$ cat config.mk
export PLATFORM = sky130hd
export DESIGN_NAME = fln_div_cell
export DESIGN_NICKNAME = d
export VERILOG_FILES = /design/src/rtl/fln_pkg.sv /design/src/rtl/fln_div_cell.sv
export SDC_FILE = /design/constraint.sdc
export NUM_CORES = 1
export LEC_CHECK = 0
export ABC_AREA = 0
export ABC_CLOCK_PERIOD_IN_PS = 7700
export BUFFER_PORTS_ARGS = -buffer_cell sky130_fd_sc_hd__buf_4
export CAP_MARGIN = 20
export CORE_MARGIN = 2
export CORE_UTILIZATION = 52
export DETAILED_ROUTE_END_ITERATION = 12
export GPL_ROUTABILITY_DRIVEN = 0
export GPL_TIMING_DRIVEN = 0
export PLACE_DENSITY_LB_ADDON = 0.12
export SYNTH_ARGS = -nofsm -noshare
export SYNTH_HDL_FRONTEND = slang
export SYNTH_SLANG_ARGS = --single-unit
$ cat constraint.sdc
create_clock -name clk -period 7.7 [get_ports clk]
set_input_delay 1.155 -clock clk [delete_from_list [all_inputs] [get_ports clk]]
set_output_delay 1.155 -clock clk [all_outputs]
set_load 0.005 [all_outputs]
$ cat src/rtl/fln_pkg.sv
// ----------------------------------------------------------------------------
// fln_pkg
// Shared types and constants of the single-precision natural log pipeline.
// ----------------------------------------------------------------------------
package fln_pkg;

  localparam int unsigned DIV_STEPS = 39;   // quotient bits of the normalized divide
  localparam int unsigned HORNER_STEPS = 8;

  localparam logic [22:0] SQRT2_FRAC = 23'h3504F3;
  localparam logic [55:0] LN2_Q56 = 56'hB17217F7D1CF7A;
  localparam logic [31:0] MOST_NEG_FLOAT = 32'hFF7FFFFF;
  localparam logic [63:0] ONE_Q62 = 64'h4000000000000000;

  // 1/(2k+1) in Q62, truncated
  localparam logic [63:0] INV_ODD [9] = '{
    ONE_Q62 / 64'd1, ONE_Q62 / 64'd3, ONE_Q62 / 64'd5, ONE_Q62 / 64'd7,
    ONE_Q62 / 64'd9, ONE_Q62 / 64'd11, ONE_Q62 / 64'd13, ONE_Q62 / 64'd15,
    ONE_Q62 / 64'd17
  };

  typedef struct packed {
    logic              special;  // zero or negative input
    logic              dneg;     // mantissa below one
    logic signed [8:0] ex;       // unbiased exponent after range fold
    logic [5:0]        n;        // normalizing shift of |m-1|
  } side_t;

  typedef struct packed {
    side_t       side;
    logic [38:0] zn;   // normalized z
    logic [61:0] z2;   // z squared, Q62
  } hold_t;

endpackage

$ cat src/rtl/fln_div_cell.sv
// ----------------------------------------------------------------------------
// fln_div_cell
// One restoring-division step: shift in a dividend bit, subtract the divisor
// when it fits, shift the quotient bit into the vacated low end.
// ----------------------------------------------------------------------------
module fln_div_cell (
  input  logic                clk,
  input  logic                rst_n,
  input  logic                en,
  input  logic                in_valid,
  input  logic [25:0]         in_r,
  input  logic [25:0]         in_s,
  input  logic [38:0]         in_rest,
  input  fln_pkg::side_t      in_side,
  output logic                out_valid,
  output logic [25:0]         out_r,
  output logic [25:0]         out_s,
  output logic [38:0]         out_rest,
  output fln_pkg::side_t      out_side
);
  import fln_pkg::*;

  logic        valid_r;
  logic [25:0] r_r, r_nxt, s_r;
  logic [38:0] rest_r, rest_nxt;
  side_t       side_r;
  logic [26:0] trial;
  logic        fits;

  always_comb begin
    trial    = {in_r, in_rest[38]};
    fits     = trial >= {1'b0, in_s};
    r_nxt    = fits ? 26'(trial - {1'b0, in_s}) : trial[25:0];
    rest_nxt = {in_rest[37:0], fits};
  end

  always_ff @(posedge clk) begin
    if (!rst_n) begin
      valid_r <= 1'b0;
    end else if (en) begin
      valid_r <= in_valid;
    end
  end

  always_ff @(posedge clk) begin
    if (en) begin
      r_r    <= r_nxt;
      s_r    <= in_s;
      rest_r <= rest_nxt;
      side_r <= in_side;
    end
  end

  assign out_valid = valid_r;
  assign out_r     = r_r;
  assign out_s     = s_r;
  assign out_rest  = rest_r;
  assign out_side  = side_r;

endmodule

### Yosys cells after proc, flatten, opt, wreduce, memory -nomap -nowiden

Cells that the tools add are included.
W data, S select, Z words.

| storage, ports and cells | value |
|---|---|
| bits in registers | 109 |
| memory bits (writable) | 0 |
| bits of input ports | 112 |
| ROM bits | 0 |
| bits in latches | 0 |
| word-level logic and storage cells | 11 |
| memories kept | 0 |
| output and inout bits | 109 |

| operators by class | value |
|---|---|
| divide/modulo/power cells | 0 |
| shifts and indexed selects | 0 |
| reduce and logical (&&, ||, !) cells | 0 |
| $add $sub $neg | 1 |
| bitwise logic cells | 0 |
| $mul | 0 |
| mux-type cells | 1 |
| order comparisons | 1 |
| equal/unequal tests | 0 |

Operators by type and width:

| operator | number |
|---|---|
| $ge A27 B26 Y1 | 1 |
| $mux W26 | 1 |
| $sub A26 B26 Y26 | 1 |

### Longest topological paths before layout

Gate-level depths: netlist of the first run.

| logic depth | value |
|---|---|
| word-level depth | 2 |
| gate-level depth with buffers | 11 |
| gate-level depth less buffers | 11 |

### Worst setup path before layout of the first run

Ideal clock, no wire load.

| path | value |
|---|---|
| path kind | input -> register |
| start point | in in_rest[38] |
| end point | reg r_r[14] (netlist: out_r[14]), data pin |
| arrival time | 3.259 ns |
| library setup time | 0.260 ns |
| path buffers | 0 |
| stages | 11 |
| path slack | 4.181 ns |
| data required time | 7.440 ns |
| path through | inv_1 ha_1 inv_1 fa_1 a21oi_1 o2bb2ai_1 o31ai_2 nor3_1 or3_1 xor2_1 mux2_4 |

| between the ends | value |
|---|---|
| longest elaborated chain between the ends | 2 |
| elaborated cells between the ends (all ways) | 3 |
| classes of those cells | 1 x add/sub; 1 x order compare; 1 x mux |

Ends and longest elaborated chain:

| what | RTL line | RTL |
|---|---|---|
| start: declaration | fln_div_cell.sv:13 | `input logic [38:0] in_rest,` |
| $sub A26 B26 Y26 / $ge A27 B26 Y1 (equally long branches) | fln_div_cell.sv:33, fln_div_cell.sv:32 |  |
| $mux W26 (*) | fln_div_cell.sv:33 | `r_nxt = fits ? 26'(trial - {1'b0, in_s}) : trial[25:0];` |
| net r_nxt[14] | fln_div_cell.sv:24 | `logic [25:0] r_r, r_nxt, s_r;` |
| end signal: assignment | fln_div_cell.sv:47 | `r_r <= r_nxt;` |
| end: declaration | fln_div_cell.sv:24 |  |

The timed path passes the listed nets; every way through them passes the cells marked *.
A chain may end at the register's enable or synchronous reset.

### Worst setup path in the final report of the first run

| path | value |
|---|---|
| start point | in in_rest[38] |
| end point | reg r_r[20] (netlist: out_r[20]), data pin |

Same word-level chain as after synthesis.

==> results of run 1 <==
## placed cells by master, fill, tap and decap left out, types with 3 or more instances in the layout
master	count
mux2_2	5
a21oi_1	18
mux2_4	17
clkbuf_8	9
nor2_1	15
nor2b_1	6
nand2_1	18
clkinv_4	3
xor2_1	9
a311oi_1	3
ha_1	26
o21ai_0	7
buf_4	220
xnor2_1	12
nand4_1	3
or3_1	4
o21a_1	6
edfxtp_1	108
inv_1	34
o31ai_1	3
a211oi_1	5
nor3_1	5
nand3_1	5
a21o_1	5
## power breakdown
group,leakage [nW],switching [mW],internal [mW]
sequential,1.07,0.0161,0.722
clock,0.0946,0.205,0.122
combinational,2.03,0.149,0.190
total,3.19,0.370,1.03
## worst max-delay path by stage
stage / from / endpoint / slack, ps / cells after the start
3_5_place_dp: in_rest[38] / out_r[20] / 3650 / 12
2_1_floorplan: in_rest[38] / out_r[14] / 4180 / 11
5_1_grt: in_s[19] / out_r[11] / 3830 / 12
6_report: in_rest[38] / out_r[20] / 4010 / 12
4_1_cts: in_rest[38] / out_r[20] / 4050 / 12
3_3_place_gp: in_rest[38] / out_r[24] / 3670 / 12
## per-stage QoR
stage	total power, mW	cell area [µm²]
2_1_floorplan	0.910	5160
3_3_place_gp	1.08	6980
3_5_place_dp	1.09	7010
4_1_cts	1.41	7190
5_1_grt	1.46	7190
6_report	1.40	7190
## routing by layer
layer	vias up	GRT usage (%)	share of wire [%]
met5	-	0	0
met4	0	7.72	1.8
met1	1774	26.2	40
li1	1817	-	-
met2	168	39.6	51
met3	17	7.43	7.9
## registers in the layout, summed over array words and instances (netlist names)
signal / cells
out_r: 26
out_side: 17
out_s: 26
out_valid: 1
out_rest: 39
## critical path: stages
cell       delay [ps]
buf_4             100
inv_1              60
ha_1              170
inv_1              70
fa_1              400
a21oi_1           240
o2bb2ai_1         140
o31ai_2           500
o21bai_1          220
a41o_1            350
xor2_1            160
mux2_4            260
## cell type report
| type | instances | area (µm²) |
|---|---|---|
| inverters | 35 | 131 |
| repair buffers | 221 | 1680 |
| plain buffers | 4 | 30.0 |
| clock buffers | 9 | 124 |
| well taps | 133 | 166 |
| multi-input cells | 209 | 1740 |
| clock inverters | 7 | 57.6 |
| fillers | 663 | 2500 |
| flip-flops and latches | 109 | 3260 |
## cell families (layout without fill, tap and decap cells)
| family | Yosys count | count (layout) | synth area share, % |
|---|---|---|---|
| adder cells (fa/ha/maj) | 27 | 27 | 6.69 |
| AO/OA/AOI/OAI | 72 | 72 | 10.7 |
| XOR/XNOR | 21 | 21 | 3.56 |
| multiplexers | 24 | 24 | 6.43 |
| AND/OR/NAND/NOR | 65 | 65 | 6.21 |
| flip-flops | 109 | 109 | 63.2 |
| buffers and inverters | 39 | 276 | 3.13 |
==> results.sh, run 1 <==
export IMPL_pin_count=221
export IMPL_netlist_instances=357
export IMPL_ys_warn_count=0
export IMPL_seq_area_frac_synth_pct=63.2
export IMPL_path_max_fanout=5
export IMPL_grtUsageTotal_pct=22.6
export IMPL_layoutNonFillerInstCount=727
export IMPL_fin_tns_setup_ps=0
export IMPL_synth_seq_cells=109
export IMPL_overflow=0
export IMPL_hold_path_class="reg -> reg"
export IMPL_min_delay_start="out_valid"
export IMPL_crit_arrival_ps=3830
export IMPL_first_iter_violations=257
export IMPL_area_growth_pct=39.3
export IMPL_async_flop_share_pct=0
export IMPL_cp_required_ps=7840
export IMPL_fp_dieW_um=104
export IMPL_grt_pass1_wl_um=18900
export IMPL_htreeDepth=3
export IMPL_period_minus_slack_ps=3690
export IMPL_r2r_start="out_valid"
export IMPL_worstHoldEndpoint="out_valid"
export IMPL_cts_buffers=9
export IMPL_grt_max_degree=78
export IMPL_cts_resized_gates=0
export IMPL_synth_net_count=496
export IMPL_p_leak_nw=3.19
export IMPL_period_share_pct=47.9
export IMPL_antenna_found_initial=0
export IMPL_drc=0
export IMPL_synth_top_area_share_pct=62.9
export IMPL_cts_num_sinks=109
export IMPL_synth_edf_count=108
export IMPL_vdd_ir_drop_max_mv=0.114
export IMPL_cts_root_buf="clkbuf_8"
export IMPL_hold_viol=0
export IMPL_skew_ps=0
export IMPL_status="complete, no violations"
export IMPL_dr_pass1_iters=4
export IMPL_final_setup_worst_slack_ps=4010
export IMPL_netlist_area_mm2=0.00516
export IMPL_synth_area_top_cells="edfxtp_1, ha_1, mux2_4, inv_1, xnor2_1"
export IMPL_ant_nets=0
export IMPL_drv_slew=0
export IMPL_yosysTopAreaCell="edfxtp_1"
export IMPL_ys_flop_type="edfxtp_1"
export IMPL_critPathKind="in -> reg"
export IMPL_setup_viol=0
export IMPL_hold_path_cell_count=2
export IMPL_cts_tree="done"
export IMPL_reg2reg_depth=2
export IMPL_r2r_setup_slack_ps=7090
export IMPL_max_freq_mhz=271
export IMPL_drive_gt1_share_pct=45.5
export IMPL_post_cts_buffers=0
export IMPL_cp_start_kind="input pin"
export IMPL_chipHeight_um=104
export IMPL_synth_distinct_cells=55
export IMPL_dr_total_vias=3776
export IMPL_pre_cts_ws_ps=3650
export IMPL_wl_per_cell_um=17.2
export IMPL_maxCapViolCount=0
export IMPL_portBuffers=220
export IMPL_rr_endpoint="out_valid"
export IMPL_coreArea_mm2=0.00968
export IMPL_core_rowCount=36
export IMPL_avgViaCountPerCell=5.19
export IMPL_tightest_slew_ps=615
export IMPL_initial_utilization_pct=53.3
export IMPL_ctsHoldBuffers=0
export IMPL_synth_most_common_cell="edfxtp_1"
export IMPL_clk_latency_ps=370
export IMPL_avgSynthCellArea_um2=14.5
export IMPL_max_slew_margin_pct=58.6
export IMPL_powerDensity_mw_per_mm2=195
export IMPL_synthTopCellsByCount="edfxtp_1, inv_1, ha_1, a21oi_1, nand2_1"
export IMPL_layout_nets=728
export IMPL_grt_setup_unrepaired="false"
export IMPL_post_route_util_pct=74.2
export IMPL_routed_wl_um=12500
export IMPL_die_area_mm2=0.0107
export IMPL_whs_ps=548
export IMPL_n_antenna_cell=0
export IMPL_dp_cells=711
export IMPL_clk_pin_slew_ps=100
export IMPL_grt_pass1_vias=3669
export IMPL_end_kind="flip-flop"
export IMPL_clk_path_buf_depth=2
export IMPL_dp_hpwl_um=9740
No activity file was read; power rests on OpenSTA's default activity.
==> run 2: changes to the inputs <==
ABC_AREA = 1   (was 0)
ABC_CLOCK_PERIOD_IN_PS = 3600   (was 7700)
CORE_UTILIZATION = 49   (was 52)
clock period = 3.6 ns   (was 7.7 ns; I/O delays follow)
==> results.sh, run 2 <==
export IMPL_critPathMostFrequentCell="nand2_1"
export IMPL_dp_hpwl_um=11900
export IMPL_drive_gt1_share_pct=29.3
export IMPL_avgSynthCellArea_um2=9.25
export IMPL_wl_met1_um=6120
export IMPL_dr_pass1_iters=5
export IMPL_end_kind="flip-flop"
export IMPL_ctsHoldBuffers=0
export IMPL_synth_top_area_share_pct=56.6
export IMPL_cts_tree="done"
export IMPL_chipHeight_um=112
export IMPL_overflow=0
export IMPL_pre_cts_ws_ps=1090
export IMPL_wl_per_cell_um=15.0
export IMPL_yosysTopAreaCell="edfxtp_1"
export IMPL_maxCapViolCount=0
export IMPL_ys_warn_count=0
export IMPL_die_area_mm2=0.0126
export IMPL_setup_viol=0
export IMPL_layout_nets=990
export IMPL_ys_flop_type="edfxtp_1"
export IMPL_powerDensity_mw_per_mm2=427
export IMPL_grt_pass1_vias=4678
export IMPL_synth_seq_cells=109
export IMPL_clk_latency_ps=350
export IMPL_top_layer_used="met4"
export IMPL_mostFrequentLayoutCells="buf_4, nand2_1, inv_1, edfxtp_1, nor2_1"
export IMPL_clk_path_buf_depth=2
export IMPL_grtUsageTotal_pct=23.6
export IMPL_dr_total_vias=4866
export IMPL_skew_ps=0
export IMPL_hold_viol=0
export IMPL_antenna_found_initial=0
export IMPL_cts_buffers=9
export IMPL_cp_slowest_stage_delay_ps=430
export IMPL_ant_nets=0
export IMPL_drv_slew=0
export IMPL_crit_family="simple AND/OR/NAND/NOR gates"
export IMPL_synth_area_top_cells="edfxtp_1, nand2_1, inv_1, ha_1, nand3_1"
export IMPL_wl_met2_um=7280
export IMPL_path_max_fanout=10
export IMPL_avgViaCountPerCell=4.87
export IMPL_cts_resized_gates=0
export IMPL_max_slew_margin_pct=65.4
export IMPL_seq_area_frac_synth_pct=57.0
export IMPL_async_flop_share_pct=0
export IMPL_critPathKind="in -> reg"
export IMPL_cp_start_kind="input pin"
export IMPL_netlist_area_mm2=0.00573
export IMPL_period_minus_slack_ps=2200
export IMPL_routed_wl_um=15000
export IMPL_initial_utilization_pct=50.1
export IMPL_vdd_ir_drop_max_mv=0.282
export IMPL_grt_setup_unrepaired="false"
export IMPL_cp_num_buf_inv=2
export IMPL_final_common_cell="buf_4"
export IMPL_fp_dieW_um=112
export IMPL_synth_distinct_cells=30
export IMPL_period_share_pct=61.2
export IMPL_fin_tns_setup_ps=0
export IMPL_clk_pin_slew_ps=70
export IMPL_pin_count=221
export IMPL_tightest_slew_ps=519
export IMPL_max_freq_mhz=454
export IMPL_status="complete, no violations"
export IMPL_post_cts_buffers=0
export IMPL_synth_most_common_cell="nand2_1"
export IMPL_cp_required_ps=3820
export IMPL_netlist_instances=619
export IMPL_crit_chain="buf_4 > ha_1 > nand2_1 > nand3_1 > nand2_1 > nand3_2 > nand2_2 > clkbuf_1 > nand4_1 > nand2_1"
export IMPL_p_leak_nw=4.01
export IMPL_crit_arrival_ps=2430
export IMPL_synthTopCellsByCount="nand2_1, inv_1, edfxtp_1, nor2_1, nand3_1"
export IMPL_area_growth_pct=38.1
export IMPL_r2r_setup_slack_ps=2940
export IMPL_fillers=915
export IMPL_synth_net_count=758
export IMPL_n_antenna_cell=0
export IMPL_grt_pass1_wl_um=23200
export IMPL_cp_slowest_cell="clkbuf_1"
export IMPL_met3_length_um=1220
export IMPL_hold_path_class="in -> reg"
export IMPL_synth_edf_count=108
export IMPL_drc=0
export IMPL_htreeDepth=3
export IMPL_first_iter_violations=379
export IMPL_cts_root_buf="clkbuf_16"
export IMPL_cts_num_sinks=109
export IMPL_final_setup_worst_slack_ps=1400
export IMPL_portBuffers=220
export IMPL_largest_reg_flops=39
export IMPL_grt_max_degree=77
export IMPL_coreArea_mm2=0.0114
export IMPL_core_rowCount=39
## run 2: area by class of cell
cell class,instances,area [µm²],share of cell area (%)
clock inverter,6,95.1,1.20
buffer,7,58.8,0.744
clock buffer,10,229,2.90
multi-input combinational,369,1900,24.0
inverter,134,503,6.36
sequential,109,3260,41.3
tap,143,179,2.26
timing repair buffer,221,1680,21.2
## run 2: final timing paths
kind / cells past startpoint / start / end
max: 10 / in_r[1] / out_r[24]
min: 1 / in_rest[19] / out_rest[20]
max reg2reg: 2 / out_valid / out_valid
min reg2reg: 2 / out_valid / out_valid
## run 2: kinds of logic (layout without fill, tap and decap cells)
| family | after synthesis | after routing | synth area share [%] |
|---|---|---|---|
| buf+inv | 141 | 378 | 9.81 |
| xor+xnor | 13 | 13 | 1.99 |
| fa+ha+maj | 27 | 27 | 6.03 |
| compound gates | 29 | 29 | 2.78 |
| simple gates | 300 | 300 | 22.4 |
| flops | 109 | 109 | 57.0 |
## run 2: metrics by stage
step | power [mW] | util, % | hold WS [ps] | instance area, µm² | instances
finish | 3.38 | 69.3 | 356 | 7910 | 999
global route | 3.54 | 69.3 | 343 | 7910 | 999
CTS | 3.40 | 69.3 | 346 | 7910 | 999
detailed placement | 2.33 | 66.4 | 565 | 7580 | 983
global placement | 2.31 | 66.2 | 530 | 7560 | 982
floorplan | 1.93 | - | 525 | 5730 | 619
## run 2: layer usage
| metal | vias to the layer above | global-route usage [%] |
|---|---|---|
| met5 | - | 0 |
| met4 | 0 | 9.92 |
| li1 | 2445 | - |
| met1 | 2212 | 29.0 |
| met2 | 184 | 40.0 |
| met3 | 25 | 5.51 |
## run 2: power by group
part           leakage, nW  total (mW)  switching, mW  internal, mW
clock                0.158        1.08          0.460         0.619
sequential            1.06        1.57         0.0326          1.54
combinational         2.79       0.724          0.370         0.353
## run 2: worst reg2reg max path: stages, from the launching register on
cell and delay (ps):
dfxtp_1 320, o21ai_0 160, a21oi_1 60
